<file path="src/sv/assert_macros.svh">
// Assertion macros used by the MD5 controller (md5_ctrl).
// No dependencies.
`ifndef ASSERT_MACROS_SVH
`define ASSERT_MACROS_SVH
// Implication checked at every rising clock edge outside reset.
`define CHK_IMPL(label, clk, rst_n, ante, cons) \
    label: assert property (@(posedge clk) disable iff (!rst_n) (ante) |-> (cons)) \
        else $error("check failed");
// Next-cycle implication checked outside reset.
`define CHK_NEXT(label, clk, rst_n, ante, cons) \
    label: assert property (@(posedge clk) disable iff (!rst_n) (ante) |=> (cons)) \
        else $error("check failed");
`endif

</file>
<file path="src/sv/md5_pkg.sv">
// Shared types, constants and round functions of the MD5 engine.
// No dependencies.
package md5_pkg;
    localparam logic [31:0] INIT_A = 32'h67452301;
    localparam logic [31:0] INIT_B = 32'hefcdab89;
    localparam logic [31:0] INIT_C = 32'h98badcfe;
    localparam logic [31:0] INIT_D = 32'h10325476;

    typedef enum logic [2:0] {
        ST_IDLE, ST_ROUND, ST_PAD, ST_OUT0, ST_OUT1
    } t_state;

    // controller -> datapath commands
    typedef struct packed {
        logic       take_byte;  // write byte lane, advance length
        logic       pad_mark;   // write 0x80, clear rest of block
        logic       clear_all;  // zero whole block
        logic       put_len;    // write length words
        logic       round_load; // copy chaining words into working words
        logic       round_step; // run one round
        logic       round_fold; // add working words into chaining words
        logic       reinit;     // back to initial state
        logic [5:0] round_idx;
    } t_cmd;

    // datapath -> controller status
    typedef struct packed {
        logic       block_full; // byte position is 63
        logic       pad_two;    // position >= 56
    } t_stat;

    function automatic logic [31:0] round_k(input logic [5:0] i);
        logic [31:0] k [64];
        k = '{
            32'hd76aa478, 32'he8c7b756, 32'h242070db, 32'hc1bdceee,
            32'hf57c0faf, 32'h4787c62a, 32'ha8304613, 32'hfd469501,
            32'h698098d8, 32'h8b44f7af, 32'hffff5bb1, 32'h895cd7be,
            32'h6b901122, 32'hfd987193, 32'ha679438e, 32'h49b40821,
            32'hf61e2562, 32'hc040b340, 32'h265e5a51, 32'he9b6c7aa,
            32'hd62f105d, 32'h02441453, 32'hd8a1e681, 32'he7d3fbc8,
            32'h21e1cde6, 32'hc33707d6, 32'hf4d50d87, 32'h455a14ed,
            32'ha9e3e905, 32'hfcefa3f8, 32'h676f02d9, 32'h8d2a4c8a,
            32'hfffa3942, 32'h8771f681, 32'h6d9d6122, 32'hfde5380c,
            32'ha4beea44, 32'h4bdecfa9, 32'hf6bb4b60, 32'hbebfbc70,
            32'h289b7ec6, 32'heaa127fa, 32'hd4ef3085, 32'h04881d05,
            32'hd9d4d039, 32'he6db99e5, 32'h1fa27cf8, 32'hc4ac5665,
            32'hf4292244, 32'h432aff97, 32'hab9423a7, 32'hfc93a039,
            32'h655b59c3, 32'h8f0ccc92, 32'hffeff47d, 32'h85845dd1,
            32'h6fa87e4f, 32'hfe2ce6e0, 32'ha3014314, 32'h4e0811a1,
            32'hf7537e82, 32'hbd3af235, 32'h2ad7d2bb, 32'heb86d391};
        return k[i];
    endfunction

    function automatic logic [4:0] round_rot(input logic [5:0] i);
        logic [4:0] r [16];
        r = '{5'd7, 5'd12, 5'd17, 5'd22, 5'd5, 5'd9, 5'd14, 5'd20,
              5'd4, 5'd11, 5'd16, 5'd23, 5'd6, 5'd10, 5'd15, 5'd21};
        return r[{i[5:4], i[1:0]}];
    endfunction

    function automatic logic [3:0] msg_index(input logic [5:0] i);
        logic [3:0] g;
        case (i[5:4])
            2'd0: g = i[3:0];
            2'd1: g = 4'(5 * i[3:0] + 1);
            2'd2: g = 4'(3 * i[3:0] + 5);
            default: g = 4'(7 * i[3:0]);
        endcase
        return g;
    endfunction
endpackage

</file>
<file path="src/sv/md5_datapath.sv">
// Datapath of the MD5 engine: block buffer, length, chaining and round words.
// Depends on md5_pkg.
module md5_datapath (
    input  logic            i_clk,
    input  logic            i_rst_n,
    input  logic [7:0]      i_message_byte,
    input  md5_pkg::t_cmd   i_cmd,
    output md5_pkg::t_stat  o_stat,
    output logic [127:0]    o_digest
);
    import md5_pkg::*;

    logic [31:0] r_buf [16];
    logic [63:0] r_len;
    logic [31:0] r_ch [4];
    logic [31:0] r_a, r_b, r_c, r_d;
    logic [5:0]  pos;
    logic [31:0] f, t, rot;
    logic [4:0]  s;

    assign pos = r_len[8:3];
    assign o_stat.block_full = (pos == 6'd63);
    assign o_stat.pad_two = pos[5] & pos[4] & pos[3];
    assign o_digest = {r_ch[3], r_ch[2], r_ch[1], r_ch[0]};

    always_comb begin
        case (i_cmd.round_idx[5:4])
            2'd0: f = r_d ^ (r_b & (r_c ^ r_d));
            2'd1: f = r_c ^ (r_d & (r_b ^ r_c));
            2'd2: f = r_b ^ r_c ^ r_d;
            default: f = r_c ^ (r_b | ~r_d);
        endcase
        s = round_rot(i_cmd.round_idx);
        t = r_a + f + r_buf[msg_index(i_cmd.round_idx)] + round_k(i_cmd.round_idx);
        rot = (t << s) | (t >> (6'd32 - {1'b0, s}));
    end

    always_ff @(posedge i_clk) begin
        if (i_cmd.take_byte) begin
            r_buf[pos[5:2]][pos[1:0]*8 +: 8] <= i_message_byte;
        end
        if (i_cmd.pad_mark) begin
            for (int b = 0; b < 64; b++) begin
                // leave the length words to put_len
                if (!(i_cmd.put_len && b >= 56)) begin
                    if (6'(b) == pos) r_buf[b/4][(b%4)*8 +: 8] <= 8'h80;
                    else if (6'(b) > pos) r_buf[b/4][(b%4)*8 +: 8] <= 8'h00;
                end
            end
        end
        if (i_cmd.clear_all) begin
            for (int w = 0; w < 16; w++) begin
                if (!(i_cmd.put_len && w >= 14)) r_buf[w] <= '0;
            end
        end
        if (i_cmd.put_len) begin
            r_buf[14] <= r_len[31:0];
            r_buf[15] <= r_len[63:32];
        end
    end

    always_ff @(posedge i_clk) begin
        if (!i_rst_n || i_cmd.reinit) begin
            r_len <= '0;
            r_ch[0] <= INIT_A;
            r_ch[1] <= INIT_B;
            r_ch[2] <= INIT_C;
            r_ch[3] <= INIT_D;
            r_a <= '0; r_b <= '0; r_c <= '0; r_d <= '0;
        end else begin
            if (i_cmd.take_byte) r_len <= r_len + 64'd8;
            if (i_cmd.round_load && i_cmd.round_fold) begin
                // second block starts from the freshly folded chaining words
                r_a <= r_ch[0] + r_a; r_b <= r_ch[1] + r_b;
                r_c <= r_ch[2] + r_c; r_d <= r_ch[3] + r_d;
            end else if (i_cmd.round_load) begin
                r_a <= r_ch[0]; r_b <= r_ch[1]; r_c <= r_ch[2]; r_d <= r_ch[3];
            end else if (i_cmd.round_step) begin
                r_a <= r_d; r_d <= r_c; r_c <= r_b; r_b <= r_b + rot;
            end
            if (i_cmd.round_fold) begin
                r_ch[0] <= r_ch[0] + r_a;
                r_ch[1] <= r_ch[1] + r_b;
                r_ch[2] <= r_ch[2] + r_c;
                r_ch[3] <= r_ch[3] + r_d;
            end
        end
    end
endmodule

</file>
<file path="src/sv/md5_ctrl.sv">
// Controller of the MD5 engine: sequences byte intake, rounds, padding, output.
// Depends on md5_pkg and assert_macros.svh.
`include "assert_macros.svh"
module md5_ctrl (
    input  logic            i_clk,
    input  logic            i_rst_n,
    input  logic            start,
    input  logic            i_byte_present,
    input  logic            i_end_of_message,
    input  md5_pkg::t_stat  i_stat,
    output md5_pkg::t_cmd   o_cmd,
    output logic            busy,
    output logic            o_out_valid,
    output logic            o_out_half
);
    import md5_pkg::*;

    t_state     r_state, n_state;
    logic [6:0] r_rnd, n_rnd;   // 64 = fold cycle
    logic       r_fin, n_fin;   // message end pending
    logic       r_last, n_last; // current block is the length block

    always_ff @(posedge i_clk) begin
        if (!i_rst_n) begin
            r_state <= ST_IDLE;
            r_rnd   <= '0;
            r_fin   <= 1'b0;
            r_last  <= 1'b0;
        end else begin
            r_state <= n_state;
            r_rnd   <= n_rnd;
            r_fin   <= n_fin;
            r_last  <= n_last;
        end
    end

    always_comb begin
        n_state = r_state;
        n_rnd = r_rnd;
        n_fin = r_fin;
        n_last = r_last;
        o_cmd = '0;
        o_cmd.round_idx = r_rnd[5:0];
        busy = (r_state != ST_IDLE);
        o_out_valid = 1'b0;
        o_out_half = 1'b0;
        case (r_state)
            ST_IDLE: begin
                if (start) begin
                    n_fin = i_end_of_message;
                    n_last = 1'b0;
                    n_rnd = '0;
                    if (i_byte_present) begin
                        o_cmd.take_byte = 1'b1;
                        if (i_stat.block_full) begin
                            o_cmd.round_load = 1'b1;
                            n_state = ST_ROUND;
                        end else if (i_end_of_message) begin
                            n_state = ST_PAD;
                        end
                    end else if (i_end_of_message) begin
                        n_state = ST_PAD;
                    end
                end
            end
            ST_PAD: begin
                // append mark; length goes in now unless a second block is needed
                o_cmd.pad_mark = 1'b1;
                o_cmd.round_load = 1'b1;
                n_rnd = '0;
                if (!i_stat.pad_two) begin
                    o_cmd.put_len = 1'b1;
                    n_last = 1'b1;
                end
                n_state = ST_ROUND;
            end
            ST_ROUND: begin
                if (r_rnd[6]) begin
                    o_cmd.round_fold = 1'b1;
                    n_rnd = '0;
                    if (r_last) begin
                        n_state = ST_OUT0;
                    end else if (r_fin) begin
                        // full block done, padding still owed
                        if (i_stat.pad_two) begin
                            o_cmd.clear_all = 1'b1;
                            o_cmd.put_len = 1'b1;
                            n_last = 1'b1;
                            n_state = ST_ROUND;
                        end else begin
                            n_state = ST_PAD;
                        end
                    end else begin
                        n_state = ST_IDLE;
                    end
                end else begin
                    o_cmd.round_step = 1'b1;
                    n_rnd = r_rnd + 7'd1;
                end
            end
            ST_OUT0: begin
                o_out_valid = 1'b1;
                n_state = ST_OUT1;
            end
            ST_OUT1: begin
                o_out_valid = 1'b1;
                o_out_half = 1'b1;
                o_cmd.reinit = 1'b1;
                n_fin = 1'b0;
                n_last = 1'b0;
                n_state = ST_IDLE;
            end
            default: n_state = ST_IDLE;
        endcase
        // second block after a fold needs the working words reloaded
        if (r_state == ST_ROUND && r_rnd[6] && !r_last && r_fin && i_stat.pad_two)
            o_cmd.round_load = 1'b1;
    end

    `CHK_IMPL(a_out_seq, i_clk, i_rst_n, r_state == ST_OUT0, n_state == ST_OUT1)
    `CHK_NEXT(a_rnd_bound, i_clk, i_rst_n, r_state == ST_ROUND && !r_rnd[6], r_rnd != 7'd0)
    `CHK_IMPL(a_idle_rnd, i_clk, i_rst_n, r_state == ST_IDLE, r_rnd == 7'd0 || r_rnd == 7'd64)
endmodule

</file>
<file path="src/sv/md5_hash_engine.sv">
// Top level of the MD5 engine: controller plus datapath.
// Depends on md5_pkg, md5_ctrl and md5_datapath.
//
// One byte is taken per start pulse while busy is low. A byte that fills the
// 64-byte block holds busy high through 64 rounds in one shared round unit,
// then the fold into the chaining words. An end mark takes a padding step, then
// 64 rounds and a fold per compressed block (one or two blocks), then the digest
// appears as two words under o_valid, low half first; the receiver cannot stall.
module md5_hash_engine (
    input  logic        i_clk,
    input  logic        i_rst_n,
    input  logic        start,
    output logic        busy,
    input  logic [7:0]  i_message_byte,
    input  logic        i_byte_present,
    input  logic        i_end_of_message,
    output logic        o_valid,
    output logic [63:0] o_digest_half,
    output logic        o_half_index,
    output logic        o_last_result
);
    import md5_pkg::*;

    t_cmd         cmd;
    t_stat        stat;
    logic [127:0] digest;
    logic         half;

    md5_ctrl u_ctrl (
        .i_clk, .i_rst_n, .start, .i_byte_present, .i_end_of_message,
        .i_stat(stat), .o_cmd(cmd), .busy, .o_out_valid(o_valid), .o_out_half(half)
    );

    md5_datapath u_dp (
        .i_clk, .i_rst_n, .i_message_byte, .i_cmd(cmd), .o_stat(stat), .o_digest(digest)
    );

    assign o_digest_half = half ? digest[127:64] : digest[63:0];
    assign o_half_index  = half;
    assign o_last_result = half;
endmodule

</file>
<file path="config.mk">
export PLATFORM = sky130hd
export DESIGN_NAME = md5_hash_engine
export DESIGN_NICKNAME = d
export VERILOG_FILES = /design/src/sv/md5_pkg.sv /design/src/sv/md5_datapath.sv /design/src/sv/md5_ctrl.sv /design/src/sv/md5_hash_engine.sv
export VERILOG_INCLUDE_DIRS = /design/src /design/src/sv
export SDC_FILE = /design/constraint.sdc
export NUM_CORES = 2
export LEC_CHECK = 0
export ABC_CLOCK_PERIOD_IN_PS = 12550
export BUFFER_PORTS_ARGS = -buffer_cell sky130_fd_sc_hd__buf_4
export CORE_ASPECT_RATIO = 1.1
export CORE_MARGIN = 3
export CORE_UTILIZATION = 60
export DETAILED_ROUTE_END_ITERATION = 8
export PLACE_DENSITY = 0.76
export REMOVE_ABC_BUFFERS = 1
export SKIP_LAST_GASP = 1
export SLEW_MARGIN = 20
export SYNTH_ARGS = -nofsm -noshare
export SYNTH_HDL_FRONTEND = slang
export SYNTH_SLANG_ARGS = --single-unit
</file>
<file path="constraint.sdc">
create_clock -name i_clk -period 12.55 [get_ports i_clk]
set_clock_uncertainty 0.15 [all_clocks]
set_input_delay 0 -clock i_clk [delete_from_list [all_inputs] [get_ports i_clk]]
set_output_delay 0 -clock i_clk [all_outputs]
set_load 0.05 [all_outputs]
</file>
==> flow_summary.yaml <==
synth:
  ys_top_cells_by_area: "dfxtp_1 23%, edfxtp_1 10%, nor2_1 9.2%"
  yosys_warnings: 0
  postSynthCellCount: 7287
  ys_seq_area_share_pct: 32.8
  synthTopCellsByCount: "1,396 x nor2_1, 930 x a21oi_1, 834 x nand2_1, 649 x dfxtp_1, 386 x clkbuf_1"
  synth.top_cell.area_share_pct: 22.7
  yosysMostFrequentCell: "nor2_1"
  yosysUniqueCellTypes: 88
  post_synth_instance_area_um2: 57300
  synth_seq_cells: 841
  syn_area_per_cell_um2: 7.86
  synth_area_leader_cell: "dfxtp_1"
  synthFlopType: "dfxtp_1"
  synth-edff-count: 192
  async_flop_share_pct: 0
drt:
  dr_total_vias: 56700
  first_iter_violations: 6940
  ant_nets: 0
  firstDrtPassIters: 7
  via_per_inst: 6.71
  drc: 0
  wirelength_mm: 213
  wl_per_cell_um: 25.2
grt:
  grt_util_all_layers_pct: 41.9
  antenna_found_initial: 1
  grt_pass1_vias: 54200
  grt_pass1_wl_mm: 323
  overflow: 0
  grt_max_degree: 94
clocking:
  clk_path_buf_depth: 3
  insertion_delay_ns: 0.71
  htree_levels: 3
  ctsResizeCount: 0
  cts_made_buffers: 89
  clock_sinks: 841
  clk_pin_slew_ns: 0.06
  cts_tree: "done"
  cts-root-buf: "clkbuf_16"
power_and_ir_drop:
  p_per_area_nw_per_um2: 145
  p_int_mw: 5.62
  p_comb_share_pct: 35.6
  ir_drop_uv: 140
  p_total_mw: 9.00
  p_sw_mw: 3.39
  p_leak_nw: 25.7
  seqPwrFrac_pct: 33.6
  switching_share_pct: 37.6
  clkPwrFrac_pct: 30.7
timing:
  slew_headroom_pct: 22.1
  rsz0062_at_grt: "false"
  hold_viol: 0
  finalCritPeriodShare_pct: 96.0
  fin_setup_tns_ns: 0
  tightestPinTransition_ns: 1.17
  hold_ws_ns: 0.169
  setup_viol: 0
  slew_violations: 0
  fmax_ghz: 0.0830
  fin_crit_ns: 12.05
layout:
  drive_gt1_share_pct: 8.15
  diodes: 0
  multi_input_area_um2: 36100
  seq_area_um2: 18800
  fill_cells: 8072
  final_cell_area_um2: 61900
  nNetsFinal: 7422
  syn_to_final_growth_pct: 8.10
worst_setup_path:
  critPathMaxStageDelay_ns: 0.73
  critPathCaptureType: "register"
  cp_data_required_time_ns: 12.99
  worst_path_max_delay_cell: "or4_4"
  critical_path_arrival_ns: 12.48
  worstSetupPathType: "reg2reg"
  r2r_slack_ns: 0.50
  worstPathMaxFanout: 18
  cp-start-kind: "register"
job:
  maxCapViolations: 0
floorplanning:
  start_util_pct: 60.7
  core_um2: 94300
  die_h_um: 330
  die_area_um2: 99200
  num_io_pins: 81
  rows: 118
  die_x_um: 301
outcome:
  outcome: "finished, final reports clean"
place:
  port_buffers: 80
  dp_hpwl_mm: 153
  placed_area_um2: 58700
  gp_congestion: 1.03
hold_path:
  hold_class: "in2reg"
==> cells in the final DEF (no fill, tap or decap), types with 44 or more instances in the layout <==
cell type,n
clkbuf_16,91
a31oi_1,64
xnor2_1,140
edfxtp_1,192
nand2b_1,65
o21ai_0,379
ha_1,229
nor3_1,125
a21o_1,82
nand3_1,102
a21oi_1,930
nand2_1,827
xor2_1,138
o22ai_1,99
nor2b_1,67
dfxtp_1,645
o31ai_1,44
inv_1,188
fa_1,72
mux2i_1,80
buf_4,190
a211oi_1,112
mux4_2,140
nor2_1,1391
o211a_1,64
==> metal layers <==
metal  up-vias  global-route usage [%]  part of all wire [%]
met2      3393                    68.8                    46
met1     26900                    49.7                    36
met3       935                    7.72                   9.6
met4         2                    29.8                   8.3
li1      25400                       -                     -
met5         -                       0                0.0052
==> timing repair <==
item / in CTS / in global routing
hold buffers: 15 / 0
setup buffers: 0 / 0
endpoints found under the hold margin: 81 / 0
==> worst paths after layout <==
kind,start,end,cells after the start
max,u_ctrl.r_rnd[1]$_SDFFE_PN0P_,u_dp.r_b[30]$_SDFFE_PP0P_,40
min,i_message_byte[6],u_dp.r_buf[14][22]$_DFFE_PP_,3
max reg2reg,u_ctrl.r_rnd[1]$_SDFFE_PN0P_,u_dp.r_b[30]$_SDFFE_PP0P_,40
min reg2reg,u_dp.r_buf[10][22]$_SDFFE_PP0P_,u_dp.r_buf[10][22]$_SDFFE_PP0P_,2
==> stage by stage <==
| stage | instances | util (%) | worst slack, ns |
|---|---|---|---|
| finish | 8441 | 65.6 | 0.503 |
| global route | 8441 | 65.6 | 0.0386 |
| CTS | 8441 | 65.6 | 0.666 |
| detailed placement | 8262 | 62.2 | 0.670 |
| global placement | 8262 | 62.2 | 0.848 |
| floorplan | 6808 | - | -6.80 |
==> worst max-delay path: cells and delay by family (launching register included) <==
family / cells / cell delay [ns]
buf+inv: 2 / 0.35
compound gates: 18 / 5.08
flops: 1 / 0.33
mux: 4 / 1.07
simple gates: 5 / 1.13
xor+xnor: 4 / 0.71
fa+ha+maj: 7 / 3.11
==> cell type report <==
type                       count  area share (%)
clock buffer                 120            4.07
inverter                     196            1.19
multi-input combinational   5771            58.3
tap                         1260            2.55
clock inverter                44           0.859
sequential                   841            30.3
timing repair buffer         209            2.68
==> sequential cells by signal (all words and copies together) (netlist names) <==
name / count
u_dp.r_len: 61
u_ctrl.r_rnd: 7
u_ctrl.r_last: 1
u_dp.r_c: 32
u_dp.r_b: 32
u_ctrl.r_state: 3
u_dp.r_ch: 128
u_dp.r_buf: 512
u_dp.r_d: 32
u_ctrl.r_fin: 1
u_dp.r_a: 32
==> power by group through the flow <==
stage / sequential, mW / combinational, mW / clock (mW)
after floorplan: 3.02 / 2.24 / 0
after global placement: 3.07 / 3.06 / 0
after detailed placement: 3.08 / 3.11 / 0
after CTS: 3.02 / 3.13 / 2.77
after global routing: 3.03 / 3.47 / 2.88
final: 3.03 / 3.21 / 2.77
==> kinds of logic (layout without fill, tap and decap cells) <==
logic type	Yosys count	count (layout)	share of synthesized area [%]
AO/OA/AOI/OAI	2140	2140	22.9
XOR/XNOR	284	284	4.38
adder cells (fa/ha/maj)	301	301	7.52
AND/OR/NAND/NOR	2789	2789	20.3
buffers and inverters	675	569	4.46
multiplexers	257	257	7.63
flip-flops	841	841	32.8
No activity file was read; power rests on OpenSTA's default activity.
